[config.mk]
export PLATFORM = sky130hd
export DESIGN_NAME = acmc_ram
export DESIGN_NICKNAME = d
export VERILOG_FILES = /design/src/hdl/acmc_ram.sv
export SDC_FILE = /design/constraint.sdc
export NUM_CORES = 1
export LEC_CHECK = 0
export BUFFER_PORTS_ARGS = -buffer_cell sky130_fd_sc_hd__buf_2
export CORE_ASPECT_RATIO = 1.5
export CORE_MARGIN = 5
export CORE_UTILIZATION = 45
export CTS_CLUSTER_DIAMETER = 100
export DETAILED_ROUTE_END_ITERATION = 10
export PLACE_DENSITY = 0.61
export RECOVER_POWER = 100
export REMOVE_ABC_BUFFERS = 1
export SYNTH_ARGS = -nofsm -noshare
export SYNTH_HDL_FRONTEND = slang
export SYNTH_SLANG_ARGS = --single-unit
[constraint.sdc]
create_clock -name clk -period 1.9 [get_ports clk]
set_input_delay 0.285 -clock clk [delete_from_list [all_inputs] [get_ports clk]]
set_output_delay 0.285 -clock clk [all_outputs]
set_load 0.01 [all_outputs]
[src/hdl/acmc_ram.sv]
`timescale 1ns / 1ps
// ----------------------------------------------------------------------------
// acmc_ram
// Generic simple dual-port RAM, one write port, one registered read port.
// ----------------------------------------------------------------------------
module acmc_ram #(
  parameter int WIDTH = 8,
  parameter int DEPTH = 16
) (
  input  logic                     clk,
  input  logic                     we,
  input  logic [$clog2(DEPTH)-1:0] waddr,
  input  logic [WIDTH-1:0]         wdata,
  input  logic [$clog2(DEPTH)-1:0] raddr,
  output logic [WIDTH-1:0]         rdata
);

  logic [WIDTH-1:0] mem [DEPTH];

  // write port
  always_ff @(posedge clk) begin
    if (we) begin
      mem[waddr] <= wdata;
    end
  end

  // registered read, old data on a same-address collision
  always_ff @(posedge clk) begin
    rdata <= mem[raddr];
  end

endmodule

Word level (Yosys, flattened, before mapping) --
Memory sizes are Yosys's and may differ from the RTL's. A register that Yosys moved wholly into a read port is not among the register bits. Index checks and enable logic that the tools add are counted.
Storage, ports and cells: bits in registers 0, bits in writable memories 128, bits of input ports 18, memories kept 1, output and inout port bits 8
Cells by class: multiplexer cells 2
Memory list:
- mem | words 16, bits a word 8, rd ports 1, clocked after memory_dff 1, write ports 1, RTL line 18 | logic [WIDTH-1:0] mem [DEPTH];
Operators by type and width (count):
- 1-bit two-way mux | 2

Depth between registers and ports, before layout --
Gate-level depths: netlist (run 1).
depth after elaboration 2, gate-level depth with buffers 5, gate-level depth less buffers 3

Worst setup path after synthesis (run 1) --
OpenSTA, ideal clock, no wires.
path kind input to register, start input waddr[2], end memory mem[0][0], enable pin, required time 1.517 ns, setup time 0.383 ns, path slack 0.122 ns, stages 2, arrival 1.395 ns, path buffers 0, path through or3b_2 > nor3_1
RTL lines:
- from (decl) | RTL line 12 | input logic [$clog2(DEPTH)-1:0] waddr,
- to (decl) | RTL line 18
No word-level cell before the write port.

Final worst setup path (run 1) --
start input we, end memory mem[0][0], enable pin
Between the ends: cells in the longest elaborated chain, start to end 2
Ends and longest elaborated chain:
- from (decl) | RTL line 11 | input logic we,
- 1-bit two-way mux | RTL line 22 | if (we) begin
- 1-bit two-way mux (not written as such) | RTL line 23 | mem[waddr] <= wdata;
No other way between the ends.

==> impl_metrics.csv, run 1 <==
group,metric,value,unit
sta,max_freq,656.1,MHz
synthesis,synthMuxAreaShare,15.02,%
synthesis,synth-seq-area-share,77.78,%
placement,io_buffers,25,
critical_path,start_kind,"input pin",
final_layout,diodes,0,
critical_path,reg2reg_depth,3,
power_and_ir_drop,power,7313,µW
status,outcome,"finished clean",
synthesis,yosysWarningCount,0,
cts,clk_latency,410,ps
job,drv_cap,0,
placement,dp_cells,415,
floorplan,core,0.01111,mm²
critical_path,worstSetupStartpoint,"we",
sta,fin_crit_sh,80.22,%
grt,grt-ovfl-total,0,
grt,grt_pass1_wl,15640,µm
cts,cts_buffers,17,
sta,setup-tns-final,0,ps
final_layout,area_growth,19.64,%
detailed_routing,first_iter_violations,163,
power_and_ir_drop,max-vdd-ir-drop,0.5825,mV
critical_path,cp_data_required_time,1940,ps
sta,hold_viol,0,
floorplan,ios,26,
detailed_routing,vias,2476,
synthesis,synthAdderAreaFrac,0,%
power_and_ir_drop,p_leak,0.002012,µW
synthesis,netlist_area,0.005147,mm²
final_layout,drive_gt1_share,19.33,%
cts,tritoncts,"yes",
final_layout,nets,305,
sta,rsz0062_at_grt,"false",
cts,cts_root_buf,"clkbuf_16",
cts,clk_pin_slew_worst_paths,50,ps
grt,grt_pass1_vias,2646,
detailed_routing,drc_errors,0,
detailed_routing,detail_route.wl_per_cell,22.80,µm
grt,track_usage,15.81,%
sta,setup_violations,0,
floorplan,dieArea,0.01372,mm²
cts,clock_sinks,136,
final_layout,fillers,843,
placement,hpwl,6474,µm
synthesis,ys_types,19,
synthesis,ys_seq_elements,136,
synthesis,synth_xor_area_share,0,%
placement,routabilityCongestion,0.7343,
grt,grt_max_degree,33,
cts,clockBufferDepth,2,
synthesis,synth_area_per_cell,22.48,µm²
synthesis,syn_inst,229,
final_layout,stdcell_count,447,
detailed_routing,first_pass_iters,4,
final_layout,layout_common_cells,"edfxtp_1 (128), clkbuf_1 (39), mux4_2 (18)",
critical_path,critPathKind,"input pin to flop",
floorplan,fp.dieW,97.33,µm
critical_path,crit_path_end_kind,"flop",
synthesis,synth_compound_area_share,2.333,%
hold_path,min_path_type,"input pin to flop",
floorplan,die_h,141.0,µm
sta,fin_skew,6.222,ps
cts,htreeDepth,4,
cts,cts_setup_buffers,0,
synthesis,synth_top_family_by_area,"multiplexers",
critical_path,endpoint,"mem[0][0]",
sta,drv_slew,0,
floorplan,initial_utilization,46.31,%
cts,cts-resized-gates,0,
grt,antenna_found_initial,0,
final_layout,final_common_cell,"edfxtp_1",
critical_path,worstPathMaxFanout,8,
synthesis,synthSimpleGateAreaFrac,3.184,%
final_layout,fin_util,55.41,%
critical_path,r2r-start,"mem[5][2]",
power_and_ir_drop,pwr_density_cell,1188,mW/mm²
detailed_routing,wl,10190,µm
detailed_routing,ant_nets,0,
floorplan,row_count,47,
critical_path,r2r_end,"rdata[2]",
critical_path,arrival,1560,ps
sta,worstMarginPinSlew,770.1,ps
detailed_routing,via_per_inst,5.539,
sta,period_minus_slack,1524,ps
cts,holdBufCountCts,0,
sta,slew_headroom,48.66,%
critical_path,rrSetupSlack,540,ps
-- worst min path at each step --
stage	start	to	slack (ps)	depth (start not counted)
3_5_place_dp	mem[14][0]	rdata[0]	660	3
2_1_floorplan	wdata[0]	mem[0][0]	380	0
4_1_cts	wdata[1]	mem[12][1]	260	1
3_3_place_gp	mem[11][1]	rdata[1]	650	3
6_report	wdata[1]	mem[12][1]	400	1
5_1_grt	wdata[1]	mem[7][1]	440	1
-- state kept, by name, summed over array words and instances (netlist names) --
signal,cells
mem,128
rdata,8
-- Yosys cell counts --
cell type | count | share of area, %
a22oi_1 | 16 | 2.3
and2_1 | 1 | 0.12
and2b_1 | 1 | 0.15
buf_2 | 3 | 0.29
buf_4 | 1 | 0.15
buf_6 | 3 | 0.66
clkdlybuf4s25_2 | 3 | 0.58
dfxtp_1 | 8 | 3.1
edfxtp_1 | 128 | 75
mux4_1 | 14 | 7.1
mux4_2 | 18 | 7.9
nand2_1 | 9 | 0.66
nand2b_1 | 2 | 0.24
nand3_1 | 1 | 0.097
nand3b_1 | 2 | 0.29
nor2_1 | 13 | 0.95
nor2b_1 | 1 | 0.12
nor3_1 | 4 | 0.39
or3b_2 | 1 | 0.17
-- layout make-up --
cell class | count | area, µm² | share of cell area, %
flip-flops and latches | 136 | 4004 | 65.01
clock buffers | 18 | 439.2 | 7.131
well taps | 147 | 183.9 | 2.987
repair buffers | 49 | 246.5 | 4.002
clock inverters | 14 | 227.7 | 3.698
multi-input cells | 83 | 1057 | 17.17
-- critical path: stages --
cell and delay (ps):
clkbuf_1 130, or3b_2 520, nor3_1 150, clkbuf_1 470
-- through the flow --
stage	setup slack, ps	cell area [µm²]	hold WS, ps
CTS	508.5	6255	255.4
detailed placement	204.2	5588	655.5
finish	375.8	6158	398.4
global placement	224.3	5588	653.0
floorplan	122.1	5061	383.9
global route	357.2	6158	441.0
-- power breakdown --
part / internal, µW / leakage, µW / switching (µW)
sequential: 3360 / 0.00122 / 19.0
combinational: 127 / 0.000473 / 183
clock: 2480 / 0.000315 / 1150
total: 5960 / 0.00201 / 1350
-- routing by layer --
layer  global-route usage [%]  wire length [µm]
met1                    19.02              4041
met2                    27.44              5624
met3                    3.757               382
met4                    6.565               144
met5                        0                 0
-- cell families (layout without fill, tap and decap cells) --
kind of cell | after synthesis | count (layout)
compound gates | 16 | 16
mux | 32 | 32
flops | 136 | 136
buf+inv | 10 | 81
simple gates | 35 | 35
Note: power is estimated with default switching activity, not from simulation.
==> run 2, diff against run 1 <==
Settings changed: PLACE_DENSITY 0.61 to 0.63.
Clock period 1.9 ns to 1.37 ns, I/O delays scaled along.
==> run 2 against run 1 <==
Compared with the run above: first-iteration DRC count is 0.61% higher; die area unchanged; critical path depth decreased by 1; combinational power increased by 42%; worst hold slack worse by 74 ps; utilization decreased by 0.68 points; global-route usage down 0.77 points; sequential power up 38%; clock skew down 2.6 ps; via count fell by 1.5%; cell count is 1.3% higher; power grew 28%; highest routed layer unchanged.
==> impl_metrics.csv, run 2 (synthesis gave the netlist of run 1 again) <==
group,metric,value,unit
status,outcome,"finished clean",
grt,grt-ovfl-total,0,
critical_path,critPathKind,"flop to flop",
detailed_routing,route.met3.wl,400,µm
power_and_ir_drop,pwr_density_cell,1533,mW/mm²
critical_path,arrival,1610,ps
final_layout,largest_register_ffs,128,
grt,grt_pass1_wl,15020,µm
final_layout,regArea,0.004004,mm²
sta,period_minus_slack,1317,ps
critical_path,cp_slowest_cell,"mux4_1",
sta,setup_violations,0,
power_and_ir_drop,p_leak,0.001989,µW
floorplan,fp.dieW,97.33,µm
critical_path,path_delay_family,"multiplexers",
cts,cts_setup_buffers,0,
sta,worstMarginPinSlew,815.1,ps
cts,cts_buffers,17,
cts,cts_root_buf,"clkbuf_16",
critical_path,cp_data_required_time,1660,ps
job,drv_cap,0,
power_and_ir_drop,max-vdd-ir-drop,0.8474,mV
critical_path,start_kind,"flop",
floorplan,die_h,141.0,µm
placement,dp_cells,421,
detailed_routing,ant_nets,0,
floorplan,dieArea,0.01372,mm²
final_layout,diodes,0,
cts,clock_sinks,136,
grt,grt_pass1_vias,2653,
placement,place_ws,-238.8,ps
detailed_routing,detail_route.wl_per_cell,21.43,µm
cts,clockBufferDepth,2,
final_layout,multi_input_area,0.001070,mm²
final_layout,layout_common_cells,"edfxtp_1 (128), clkbuf_1 (39), mux4_2 (20)",
detailed_routing,dr.max_layer_used,"met4",
grt,track_usage,15.04,%
cts,htreeDepth,4,
final_layout,fillers,848,
detailed_routing,via_per_inst,5.386,
power_and_ir_drop,power,9325,µW
grt,grt_max_degree,24,
final_layout,nets,311,
detailed_routing,first_iter_violations,164,
placement,routabilityCongestion,0.7601,
floorplan,initial_utilization,46.31,%
floorplan,ios,26,
detailed_routing,wl,9710,µm
placement,io_buffers,25,
detailed_routing,wl_met1,3804,µm
sta,fin_skew,3.605,ps
sta,slew_headroom,45.46,%
final_layout,regMostFlops,"mem",
final_layout,stdcell_count,453,
detailed_routing,first_pass_iters,5,
critical_path,worstPathMaxFanout,1,
final_layout,final_common_cell,"edfxtp_1",
critical_path,worstPathCellList,"mux4_1 > a22oi_2 > nand2_1",
sta,rsz0062_at_grt,"false",
floorplan,row_count,47,
final_layout,reg_top3,"mem (128), rdata (8)",
sta,fin_crit_sh,96.15,%
critical_path,max_stage_delay,520,ps
hold_path,min_path_type,"input pin to flop",
cts,clk_latency,400,ps
detailed_routing,wl_met2,5412,µm
critical_path,critical_path_buf_inv_count,0,
detailed_routing,vias,2440,
sta,max_freq,759.2,MHz
critical_path,crit_path_end_kind,"flop",
cts,clk_pin_slew_worst_paths,50,ps
final_layout,area_growth,18.18,%
cts,tritoncts,"yes",
sta,finalWorstSetupSlack,52.79,ps
final_layout,drive_gt1_share,23.53,%
grt,antenna_found_initial,0,
placement,hpwl,6615,µm
floorplan,core,0.01111,mm²
sta,hold_viol,0,
sta,drv_slew,0,
detailed_routing,drc_errors,0,
[run 2: changes by cell type in the layout (fill, tap and decap cells not counted), sizes merged]
cell	previous run	this run
buf	10	16
clkbuf	57	62
bufinv	6	2
clkinv	5	4
[run 2: final timing paths]
path	slack, ps	from	to	depth (start not counted)
setup / recovery	50	mem[0][2]	rdata[2]	3
hold reg to reg	670	mem[14][7]	rdata[7]	3
hold / removal	320	wdata[5]	mem[14][5]	1
setup reg to reg	50	mem[0][2]	rdata[2]	3
[run 2: area by class of cell]
cell class,instances,area share [%]
clock inverters,9,1.687
repair buffers,55,4.525
flip-flops and latches,136,65.82
multi-input cells,83,17.59
well taps,147,3.023
clock buffers,23,7.363
[run 2: power by group]
part	internal (µW)	switching, µW
logic	184	256
clock network	2660	1540
registers	4660	25.2
total	7500	1820
[run 2: repair_timing]
action / CTS / global route
hold buffers: 0 / 0
gates resized for setup: 0 / 6
setup endpoints to repair: 0 / 4
[run 2: layer usage]
layer  vias to the layer above  global-route usage (%)
met5                         -                       0
met4                         0                   5.252
met3                         6                   4.350
met2                        65                   27.11
met1                      1270                   17.08
li1                       1099                       -
[run 2: per-stage QoR]
stage | hold WS (ps) | instance area [µm²] | setup TNS (ps) | util, %
final | 324.5 | 6083 | 0 | 54.73
after global placement | 589.1 | 5620 | -4336 | 50.57
after detailed placement | 601.7 | 5620 | -5312 | 50.57
after floorplan | 304.4 | 5061 | -5176 | -
after CTS | 169.0 | 6171 | 0 | 55.52
after global routing | 356.1 | 6083 | 0 | 54.73
