===== config.mk =====
export PLATFORM = sky130hd
export DESIGN_NAME = acmc_count_unit
export DESIGN_NICKNAME = d
export VERILOG_FILES = /design/src/hdl/acmc_pkg.sv /design/src/hdl/acmc_count_unit.sv
export SDC_FILE = /design/constraint.sdc
export NUM_CORES = 1
export LEC_CHECK = 0
export ABC_CLOCK_PERIOD_IN_PS = 8400
export BUFFER_PORTS_ARGS = -buffer_cell sky130_fd_sc_hd__buf_2
export CAP_MARGIN = 0
export CELL_PAD_IN_SITES_DETAIL_PLACEMENT = 0
export CELL_PAD_IN_SITES_GLOBAL_PLACEMENT = 1
export CORE_MARGIN = 3
export CORE_UTILIZATION = 35
export DETAILED_ROUTE_END_ITERATION = 10
export PLACE_DENSITY_LB_ADDON = 0.25
export SETUP_SLACK_MARGIN = 0.2
export SLEW_MARGIN = 5
export SYNTH_ARGS = -nofsm -noshare
export SYNTH_HDL_FRONTEND = slang
export SYNTH_SLANG_ARGS = --single-unit
export TNS_END_PERCENT = 20

===== constraint.sdc =====
create_clock -name vclk -period 8.4
set_clock_uncertainty 0.2 [all_clocks]
set_input_delay 0.42 -clock vclk [all_inputs]
set_output_delay 0.42 -clock vclk [all_outputs]
set_load 0.01 [all_outputs]

===== src/hdl/acmc_pkg.sv =====
`timescale 1ns / 1ps
// ----------------------------------------------------------------------------
// acmc_pkg
// Shared constants, types and the symbol decoder of the column consensus block.
// ----------------------------------------------------------------------------
package acmc_pkg;

  // sizing
  localparam int MAX_COLUMNS   = 4096;
  localparam int MAX_SEQUENCES = 255;
  localparam int NUM_CLASSES   = 5;

  // fixed field widths
  localparam int COL_W  = 12;
  localparam int SYM_W  = 8;
  localparam int CODE_W = 2;

  // derived widths
  localparam int ADDR_W = (MAX_COLUMNS > 1) ? $clog2(MAX_COLUMNS) : 1;
  localparam int CNT_W  = $clog2(MAX_SEQUENCES + 1);
  localparam int WORD_W = NUM_CLASSES * CNT_W;

  // item operations
  typedef enum logic {
    OP_ADD  = 1'b0,
    OP_VOTE = 1'b1
  } opcode_t;

  // counter classes, in vote priority order
  typedef logic [2:0] class_t;
  localparam class_t CLS_A   = 3'd0;
  localparam class_t CLS_T   = 3'd1;
  localparam class_t CLS_G   = 3'd2;
  localparam class_t CLS_C   = 3'd3;
  localparam class_t CLS_GAP = 3'd4;

  // alignment characters
  localparam logic [SYM_W-1:0] CHR_A_UP = 8'h41;
  localparam logic [SYM_W-1:0] CHR_A_LO = 8'h61;
  localparam logic [SYM_W-1:0] CHR_T_UP = 8'h54;
  localparam logic [SYM_W-1:0] CHR_T_LO = 8'h74;
  localparam logic [SYM_W-1:0] CHR_G_UP = 8'h47;
  localparam logic [SYM_W-1:0] CHR_G_LO = 8'h67;
  localparam logic [SYM_W-1:0] CHR_C_UP = 8'h43;
  localparam logic [SYM_W-1:0] CHR_C_LO = 8'h63;
  localparam logic [SYM_W-1:0] CHR_GAP  = 8'h2d;

  typedef struct packed {
    logic   hit;
    class_t cls;
  } sym_class_t;

  // item held in the update stage
  typedef struct packed {
    logic              valid;
    logic              opcode;
    logic              in_range;
    logic [ADDR_W-1:0] addr;
    logic [SYM_W-1:0]  symbol;
  } stage_t;

  // counter word write back
  typedef struct packed {
    logic              we;
    logic [ADDR_W-1:0] addr;
    logic [WORD_W-1:0] data;
  } wr_t;

  // vote outcome
  typedef struct packed {
    logic              has_base;
    logic [CODE_W-1:0] base_code;
  } vote_t;

  // map a character to its counter class
  function automatic sym_class_t symbol_class(input logic [SYM_W-1:0] sym);
    sym_class_t r;
    r.hit = 1'b1;
    r.cls = CLS_A;
    unique case (sym) inside
      CHR_A_UP, CHR_A_LO: r.cls = CLS_A;
      CHR_T_UP, CHR_T_LO: r.cls = CLS_T;
      CHR_G_UP, CHR_G_LO: r.cls = CLS_G;
      CHR_C_UP, CHR_C_LO: r.cls = CLS_C;
      CHR_GAP:            r.cls = CLS_GAP;
      default:            r.hit = 1'b0;
    endcase
    return r;
  endfunction

endpackage


===== src/hdl/acmc_count_unit.sv =====
`timescale 1ns / 1ps
// ----------------------------------------------------------------------------
// acmc_count_unit
// Modify step: bumps one saturating counter or votes and clears the column.
// ----------------------------------------------------------------------------
module acmc_count_unit import acmc_pkg::*; (
  input  stage_t            stage,
  input  logic [WORD_W-1:0] word,
  output wr_t               wr,
  output vote_t             vote
);

  logic [CNT_W-1:0]  cnt [NUM_CLASSES];
  logic [CNT_W-1:0]  best;
  logic              win_hit;
  class_t            win_cls;
  sym_class_t        sc;
  logic [WORD_W-1:0] word_new;

  always_comb begin
    // unpack the counters
    for (int i = 0; i < NUM_CLASSES; i++) begin
      cnt[i] = word[i*CNT_W +: CNT_W];
    end

    // first strictly largest counter
    best    = '0;
    win_hit = 1'b0;
    win_cls = CLS_A;
    for (int i = 0; i < NUM_CLASSES; i++) begin
      if (cnt[i] > best) begin
        best    = cnt[i];
        win_hit = 1'b1;
        win_cls = class_t'(i);
      end
    end

    // new counter word
    sc       = symbol_class(stage.symbol);
    word_new = word;
    if (stage.opcode == OP_VOTE) begin
      word_new = '0;
    end else if (sc.hit && (cnt[sc.cls] < CNT_W'(MAX_SEQUENCES))) begin
      word_new[int'(sc.cls)*CNT_W +: CNT_W] = CNT_W'(cnt[sc.cls] + 1'b1);
    end

    wr.we   = stage.valid && stage.in_range && ((stage.opcode == OP_VOTE) || sc.hit);
    wr.addr = stage.addr;
    wr.data = word_new;

    // a base only when a base class wins in a valid column
    vote.has_base  = stage.in_range && win_hit && (win_cls != CLS_GAP);
    vote.base_code = vote.has_base ? win_cls[CODE_W-1:0] : '0;
  end

endmodule


## After elaboration in Yosys (flattened, before gate mapping)

Cells that the tools add are included.

- Bits in registers: 0
- Input bits: 63
- Output and inout bits: 56
- Word-level logic and storage cells: 54

- Add/sub/neg operators: 2
- $lt $le $gt $ge: 7
- Equal/unequal tests: 10
- Shift operators: 2
- Multiplexer cells: 22
- Bitwise logic cells: 1
- Reductions and logical operators: 10

Operators by type and width:

| kind | count |
|---|---|
| $mux 40 | 2 |
| $eq 8x7->1 const B | 8 |
| $mux 8 | 6 |
| $bwmux 40 | 1 |
| $shift 8x33->40 const A | 1 |
| $shiftx 8x33->40 | 1 |
| $neg 6->33 | 1 |
| $gt 8x8->1 | 4 |
| $bmux 8 s3 | 1 |
| $pmux 3 s4 | 1 |
| $mux 3 | 3 |
| $reduce_or 9->1 | 1 |
| $add 8x1->8 const B | 1 |
| $eq 8x6->1 const B | 1 |
| $gt 8x1->1 const B | 1 |
| $lt 8x8->1 const B | 1 |
| $mux 1 | 7 |
| $reduce_or 2->1 | 3 |
| $logic_and 1x1->1 | 5 |
| $ge 4x4->1 const B | 1 |
| $not 3->4 | 1 |
| $ne 3x3->1 const B | 1 |
| $mux 2 | 1 |
| $logic_or 1x1->1 | 1 |

## Longest topological paths before layout

Gate-level depths: netlist (run 1).

- Depth after elaboration: 13
- Mapped depth: 36
- Depth with buffers taken out: 35

## Least setup slack after synthesis (run 1)

Ideal clock, no wire load.

- Path kind: input port to output port
- Start point: input word[5]
- End point: output vote[2] (netlist name)
- Arrival time: 6.276 ns
- Required time: 7.780 ns
- Setup slack: 1.504 ns
- Stages on the path: 35
- Path through: inv_1 > ha_1 > a21o_1 > a21o_1 > a21oi_1 > o21ai_0 > nand2_1 > mux2i_1 > ha_1 > nor2b_1 > o21a_1 > o21a_1 > o21ai_1 > a21oi_1 > a211oi_1 > clkbuf_1 > o21ai_0 > nand2_1 > ha_1 > nor2b_1 > o21ai_0 > a21oi_1 > o21ai_0 > a21oi_1 > a211o_1 > nand2_1 > a31oi_1 > ha_1 > a21o_1 > a211o_1 > a21oi_1 > o21ai_0 > o31ai_1 > nand2_1 > a31oi_1

RTL lines:

| element | RTL line | RTL |
|---|---|---|
| from (decl) | acmc_count_unit.sv:8 | `input logic [WORD_W-1:0] word,` |
| to (decl) | acmc_count_unit.sv:10 | `output vote_t vote` |

==> results.tsv, run 1 <==
metric	value	unit
status	finished, final reports clean	
maximum vdd ir drop	0.03744	mV
crit end category	primary output	
Final Net Count	535	
Distinct cells, synth	58	
critical path's top delay family	compound AO/OA/AOI/OAI gates	
global-route wire length before repair	15970	µm
post-synth top area cell	ha_1	
area occupied by multi-input gates	0.002402	mm²
first-pass iteration count of the detailed router	5	
pwr dens	76.10	mW/mm²
worst-margin pin slew	1002	ps
post-layout util	0.4180	
maxcap violations	0	
Avg Inst Size Synth	7.369	µm²
CP Data Required Time	7780	ps
crit path kind	input pin to primary output	
cell row count	31	
CTS Hold Bufs	0	
top-area cell type share of the netlist area	0.1606	
max frequency	135.5	MHz
synth top area cells	ha_1 16%, mux2i_1 12%, nor2_1 4.3%	
endpoints failing hold	0	
post-layout min period	7379	ps
Die W	94.26	µm
number of global-route vias before repair	2879	
RSZ-0062 raised after global routing	no	
crit start category	input pin	
final setup fails	0	
area grow syn2layout	13.58	%
Initial Util	0.3680	
count of input and output buffers	95	
Layout clock buffers	0	
Via Count	3066	
Arrival @ worst endpoint	6760	ps
GRT Util Overall	0.2291	
sequential cell count	0	
diodes inserted	0	
top cells by count, synth	35 x ha_1, 34 x mux2i_1, 31 x nor2_1	
WL/cell	19.22	µm
Vias/cell	5.742	
FILL cells	798	
wirelength, routed	10260	µm
Synth warnings	0	
WP buf/inv	4	
Die Y	94.26	µm
critical path fanouts, max	15	
most common cell in the synthesized netlist	ha_1	
leak pwr	1.690	nW
CP Depth	37	
CP max stage delay	370	ps
Critical-path top delay cell	a211o_1	
syn nets	468	
gr ovfl total	0	
initial DRC count	195	
core area	0.007408	mm²
DRT antenna net count	0	
post-DP HPWL	8448	µm
largest net degree at the start of global routing	48	
fin crit share	0.8784	
synthesized area	0.002726	mm²
DIE AREA	0.008885	mm²
post-cts resize count	0	
routability cong.	0.8694	
hold depth	0	
HP Class	input pin to primary output	
DRC viols	0	
post-CTS setup buffer count	0	
layout cells sized above 1	0.2897	
slew margin rel.	0.3274	
sequential fraction of the synthesis area	0	
antenna violations before repair	0	
Final Max Tran Viols	0	
# IOs	119	
storage element area	0	µm²
setup TNS	0	ps
most frequent CP cell	a21oi_1	
Synth Instances	370	
-- cells by family (layout without fill, tap and decap cells) --
family          count (synthesis)  after routing  synth area share
simple gates                  141            141            0.2910
mux                            37             37            0.1386
xor+xnor                        4              4           0.01285
buf+inv                        53            118            0.1198
fa+ha+maj                      35             35            0.1606
compound gates                100            100            0.2772
-- final cells by class --
type,count,share of cell area
multi-input combinational,317,0.7758
timing repair buffer,96,0.1560
inverter,22,0.02828
tap,99,0.04000
-- final timing paths --
path,from,end,slack [ps]
max,word[5],vote[2],1020
min,stage[9],wr[41],640
-- placed cells by master, fill, tap and decap left out, types with 2 or more instances in the layout --
| cell type | count |
|---|---|
| o21a_1 | 2 |
| o21ai_0 | 20 |
| and2_1 | 2 |
| nand3_2 | 3 |
| o211ai_1 | 2 |
| mux2_2 | 2 |
| inv_1 | 20 |
| a31oi_1 | 8 |
| nand2b_1 | 3 |
| a21o_1 | 9 |
| nand3_1 | 6 |
| or3_1 | 15 |
| a21oi_1 | 20 |
| o22ai_1 | 3 |
| o211a_1 | 3 |
| o32ai_2 | 5 |
| nand2_1 | 26 |
| nor2_1 | 31 |
| nor2b_1 | 3 |
| nand3b_1 | 10 |
| o21ai_1 | 8 |
| nor3_1 | 13 |
| o32ai_4 | 2 |
| mux2i_1 | 34 |
| o31ai_1 | 7 |
| ha_1 | 35 |
| a211o_1 | 3 |
| nand4_1 | 4 |
| o2111ai_2 | 4 |
| nor4_1 | 2 |
| xnor2_1 | 3 |
| buf_2 | 95 |
| and3_1 | 9 |
-- report_power, final --
group	internal, mW	switching, mW	total [mW]
sequential	0	0	0
clock	0	0	0
combinational	0.0966	0.139	0.236
total	0.0966	0.139	0.236
-- per-layer routing --
layer,vias to the layer above,GRT usage,wire [µm]
met2,129,0.3511,4210
met5,-,0,0
met3,8,0.01843,804
li1,1504,-,-
met4,0,0.01685,78
met1,1425,0.3571,5168
-- through the flow --
| step | instance area, µm² | hold slack, ps | instances | power, mW | setup WS, ps |
|---|---|---|---|---|---|
| floorplan | 2726 | 731.8 | 370 | 0.1585 | 1504 |
| global placement | 3094 | 640.1 | 534 | 0.2310 | 1146 |
| detailed placement | 3094 | 640.1 | 534 | 0.2319 | 959.1 |
| CTS | 3094 | 640.1 | 534 | 0.2332 | 955.9 |
| global route | 3097 | 640.0 | 534 | 0.2653 | 326.2 |
| finish | 3097 | 640.0 | 534 | 0.2357 | 1021 |
(Power assumes the default switching activity.)
==> run 2, diff against run 1 <==
Settings changed: RECOVER_POWER set to 25.
==> run 2 against run 1 <==
Maximum frequency is essentially flat. Non-clock buffer count is the same. Combinational power is essentially flat. Global-route usage is the same. First-iteration DRC count grew 1.0%. Wire length is essentially flat. Clock-buffer cell count is the same. Final cell count is the same. Setup slack lost 6.3 ps. Largest cell class unchanged. Largest power group unchanged.
==> results.tsv, run 2 (synthesis gave the netlist of run 1 again) <==
metric	value	unit	change
Die W	94.26	µm	unchanged
final instance area	0.003090	mm²	was 0.003097 mm²
number of global-route vias before repair	2879		unchanged
setup TNS	0	ps	unchanged
Layout clock buffers	0		unchanged
# IOs	119		unchanged
GRT Util Overall	0.2291		unchanged
layout cells sized above 1	0.2851		was 0.2897
commonest non-fill, non-tap cell in the layout	buf_2		unchanged
fin cells	534		unchanged
CP Data Required Time	7780	ps	about the same
area occupied by multi-input gates	0.002396	mm²	was 0.002402 mm²
storage element area	0	µm²	unchanged
commonest cells after routing, fill and taps aside	95 x buf_2, 35 x ha_1, 34 x mux2i_1		unchanged
CP max stage delay	370	ps	about the same
dpl cells	534		unchanged
antenna violations before repair	0		unchanged
worst-margin pin slew	1122	ps	was 1002 ps
status	finished, final reports clean		unchanged
diodes inserted	0		unchanged
core area	0.007408	mm²	unchanged
Vias/cell	5.762		was 5.742
endpoints failing hold	0		unchanged
post-DP HPWL	8448	µm	unchanged
gr ovfl total	0		unchanged
maximum vdd ir drop	0.03755	mV	was 0.03744 mV
post-layout util	0.4172		was 0.4180
RSZ-0062 raised after global routing	no		unchanged
Arrival @ worst endpoint	6770	ps	was 6760 ps
area grow syn2layout	13.35	%	was 13.58%
Critical path destination	vote[2]		unchanged
sequential cell count	0		unchanged
routability cong.	0.8694		unchanged
Die Y	94.26	µm	unchanged
DRT antenna net count	0		unchanged
first-pass iteration count of the detailed router	5		unchanged
most frequent CP cell	a21oi_1		unchanged
WL/cell	19.21	µm	was 19.22 µm
global-route wire length before repair	15970	µm	unchanged
count of input and output buffers	95		unchanged
crit start category	input pin		unchanged
placed inst area	0.003094	mm²	unchanged
max frequency	135.4	MHz	was 135.5 MHz
wirelength, routed	10260	µm	about the same
slew margin rel.	0.2513		was 0.3274
Final Max Tran Viols	0		unchanged
DRC viols	0		unchanged
crit end category	primary output		unchanged
Initial Util	0.3680		unchanged
pwr dens	76.07	mW/mm²	was 76.10 mW/mm²
critical path fanouts, max	15		unchanged
Setup crit start	word[5]		unchanged
crit path kind	input pin to primary output		unchanged
Critical-path top delay cell	a211o_1		unchanged
DIE AREA	0.008885	mm²	unchanged
largest net degree at the start of global routing	48		unchanged
Via Count	3077		was 3066
leak pwr	1.689	nW	was 1.690 nW
final setup fails	0		unchanged
cell row count	31		unchanged
Pwr Total	235.1	µW	was 235.7 µW
HP Class	input pin to primary output		unchanged
fin crit share	0.8792		was 0.8784
FILL cells	800		was 798
initial DRC count	197		was 195
post-layout min period	7385	ps	was 7379 ps
Final Net Count	535		unchanged
maxcap violations	0		unchanged
==> run 2: changes by cell type in the layout (fill, tap and decap cells not counted) <==
cell and delta:
o2111ai_1 +1, inv_1 +1, inv_2 -1, o2111ai_2 -1
==> run 2: worst min path at each step <==
stage / start / end / cells past startpoint
floorplan: stage[8] / wr[40] / 1
global placement: stage[8] / wr[40] / 0
CTS: stage[8] / wr[40] / 0
detailed placement: stage[8] / wr[40] / 0
finish: stage[9] / wr[41] / 0
global route: stage[11] / wr[43] / 0
==> run 2: report_power, final <==
part           total [mW]  switching [mW]  internal (mW)
registers               0               0              0
logic               0.235           0.139         0.0965
clock network           0               0              0
total               0.235           0.139         0.0965
==> run 2: routing by layer <==
| layer | part of all wire | GRT usage |
|---|---|---|
| met1 | 0.50 | 0.3571 |
| met2 | 0.41 | 0.3511 |
| met3 | 0.083 | 0.01843 |
| met4 | 0.0076 | 0.01685 |
| met5 | 0 | 0 |
==> run 2: per-stage QoR <==
stage	hold WS [ps]	setup slack [ps]
after detailed placement	640.1	959.1
after CTS	640.1	955.9
after floorplan	731.8	1504
after global placement	640.1	1146
after global routing	640.0	326.2
final	640.0	1015
==> run 2: cell type report <==
class / count / share of cell area
Timing Repair Buffer: 96 / 0.1563
Tap cell: 99 / 0.04008
Multi-Input combinational cell: 317 / 0.7753
Inverter: 22 / 0.02834
==> run 2: worst max-delay path, delay by kind of cell <==
kind | cells | cell delay [ps]
buffers and inverters | 4 | 550
AND/OR/NAND/NOR | 7 | 1130
multiplexers | 1 | 260
adder cells (fa/ha/maj) | 4 | 1170
AO/OA/AOI/OAI | 21 | 3210
==> run 2: repair_timing <==
action / CTS / global route
hold endpoints to repair: 0 / 0
setup buffers: 0 / 0
setup endpoints to repair: 0 / 3
gates resized for setup: 0 / 1
hold buffers: 0 / 0
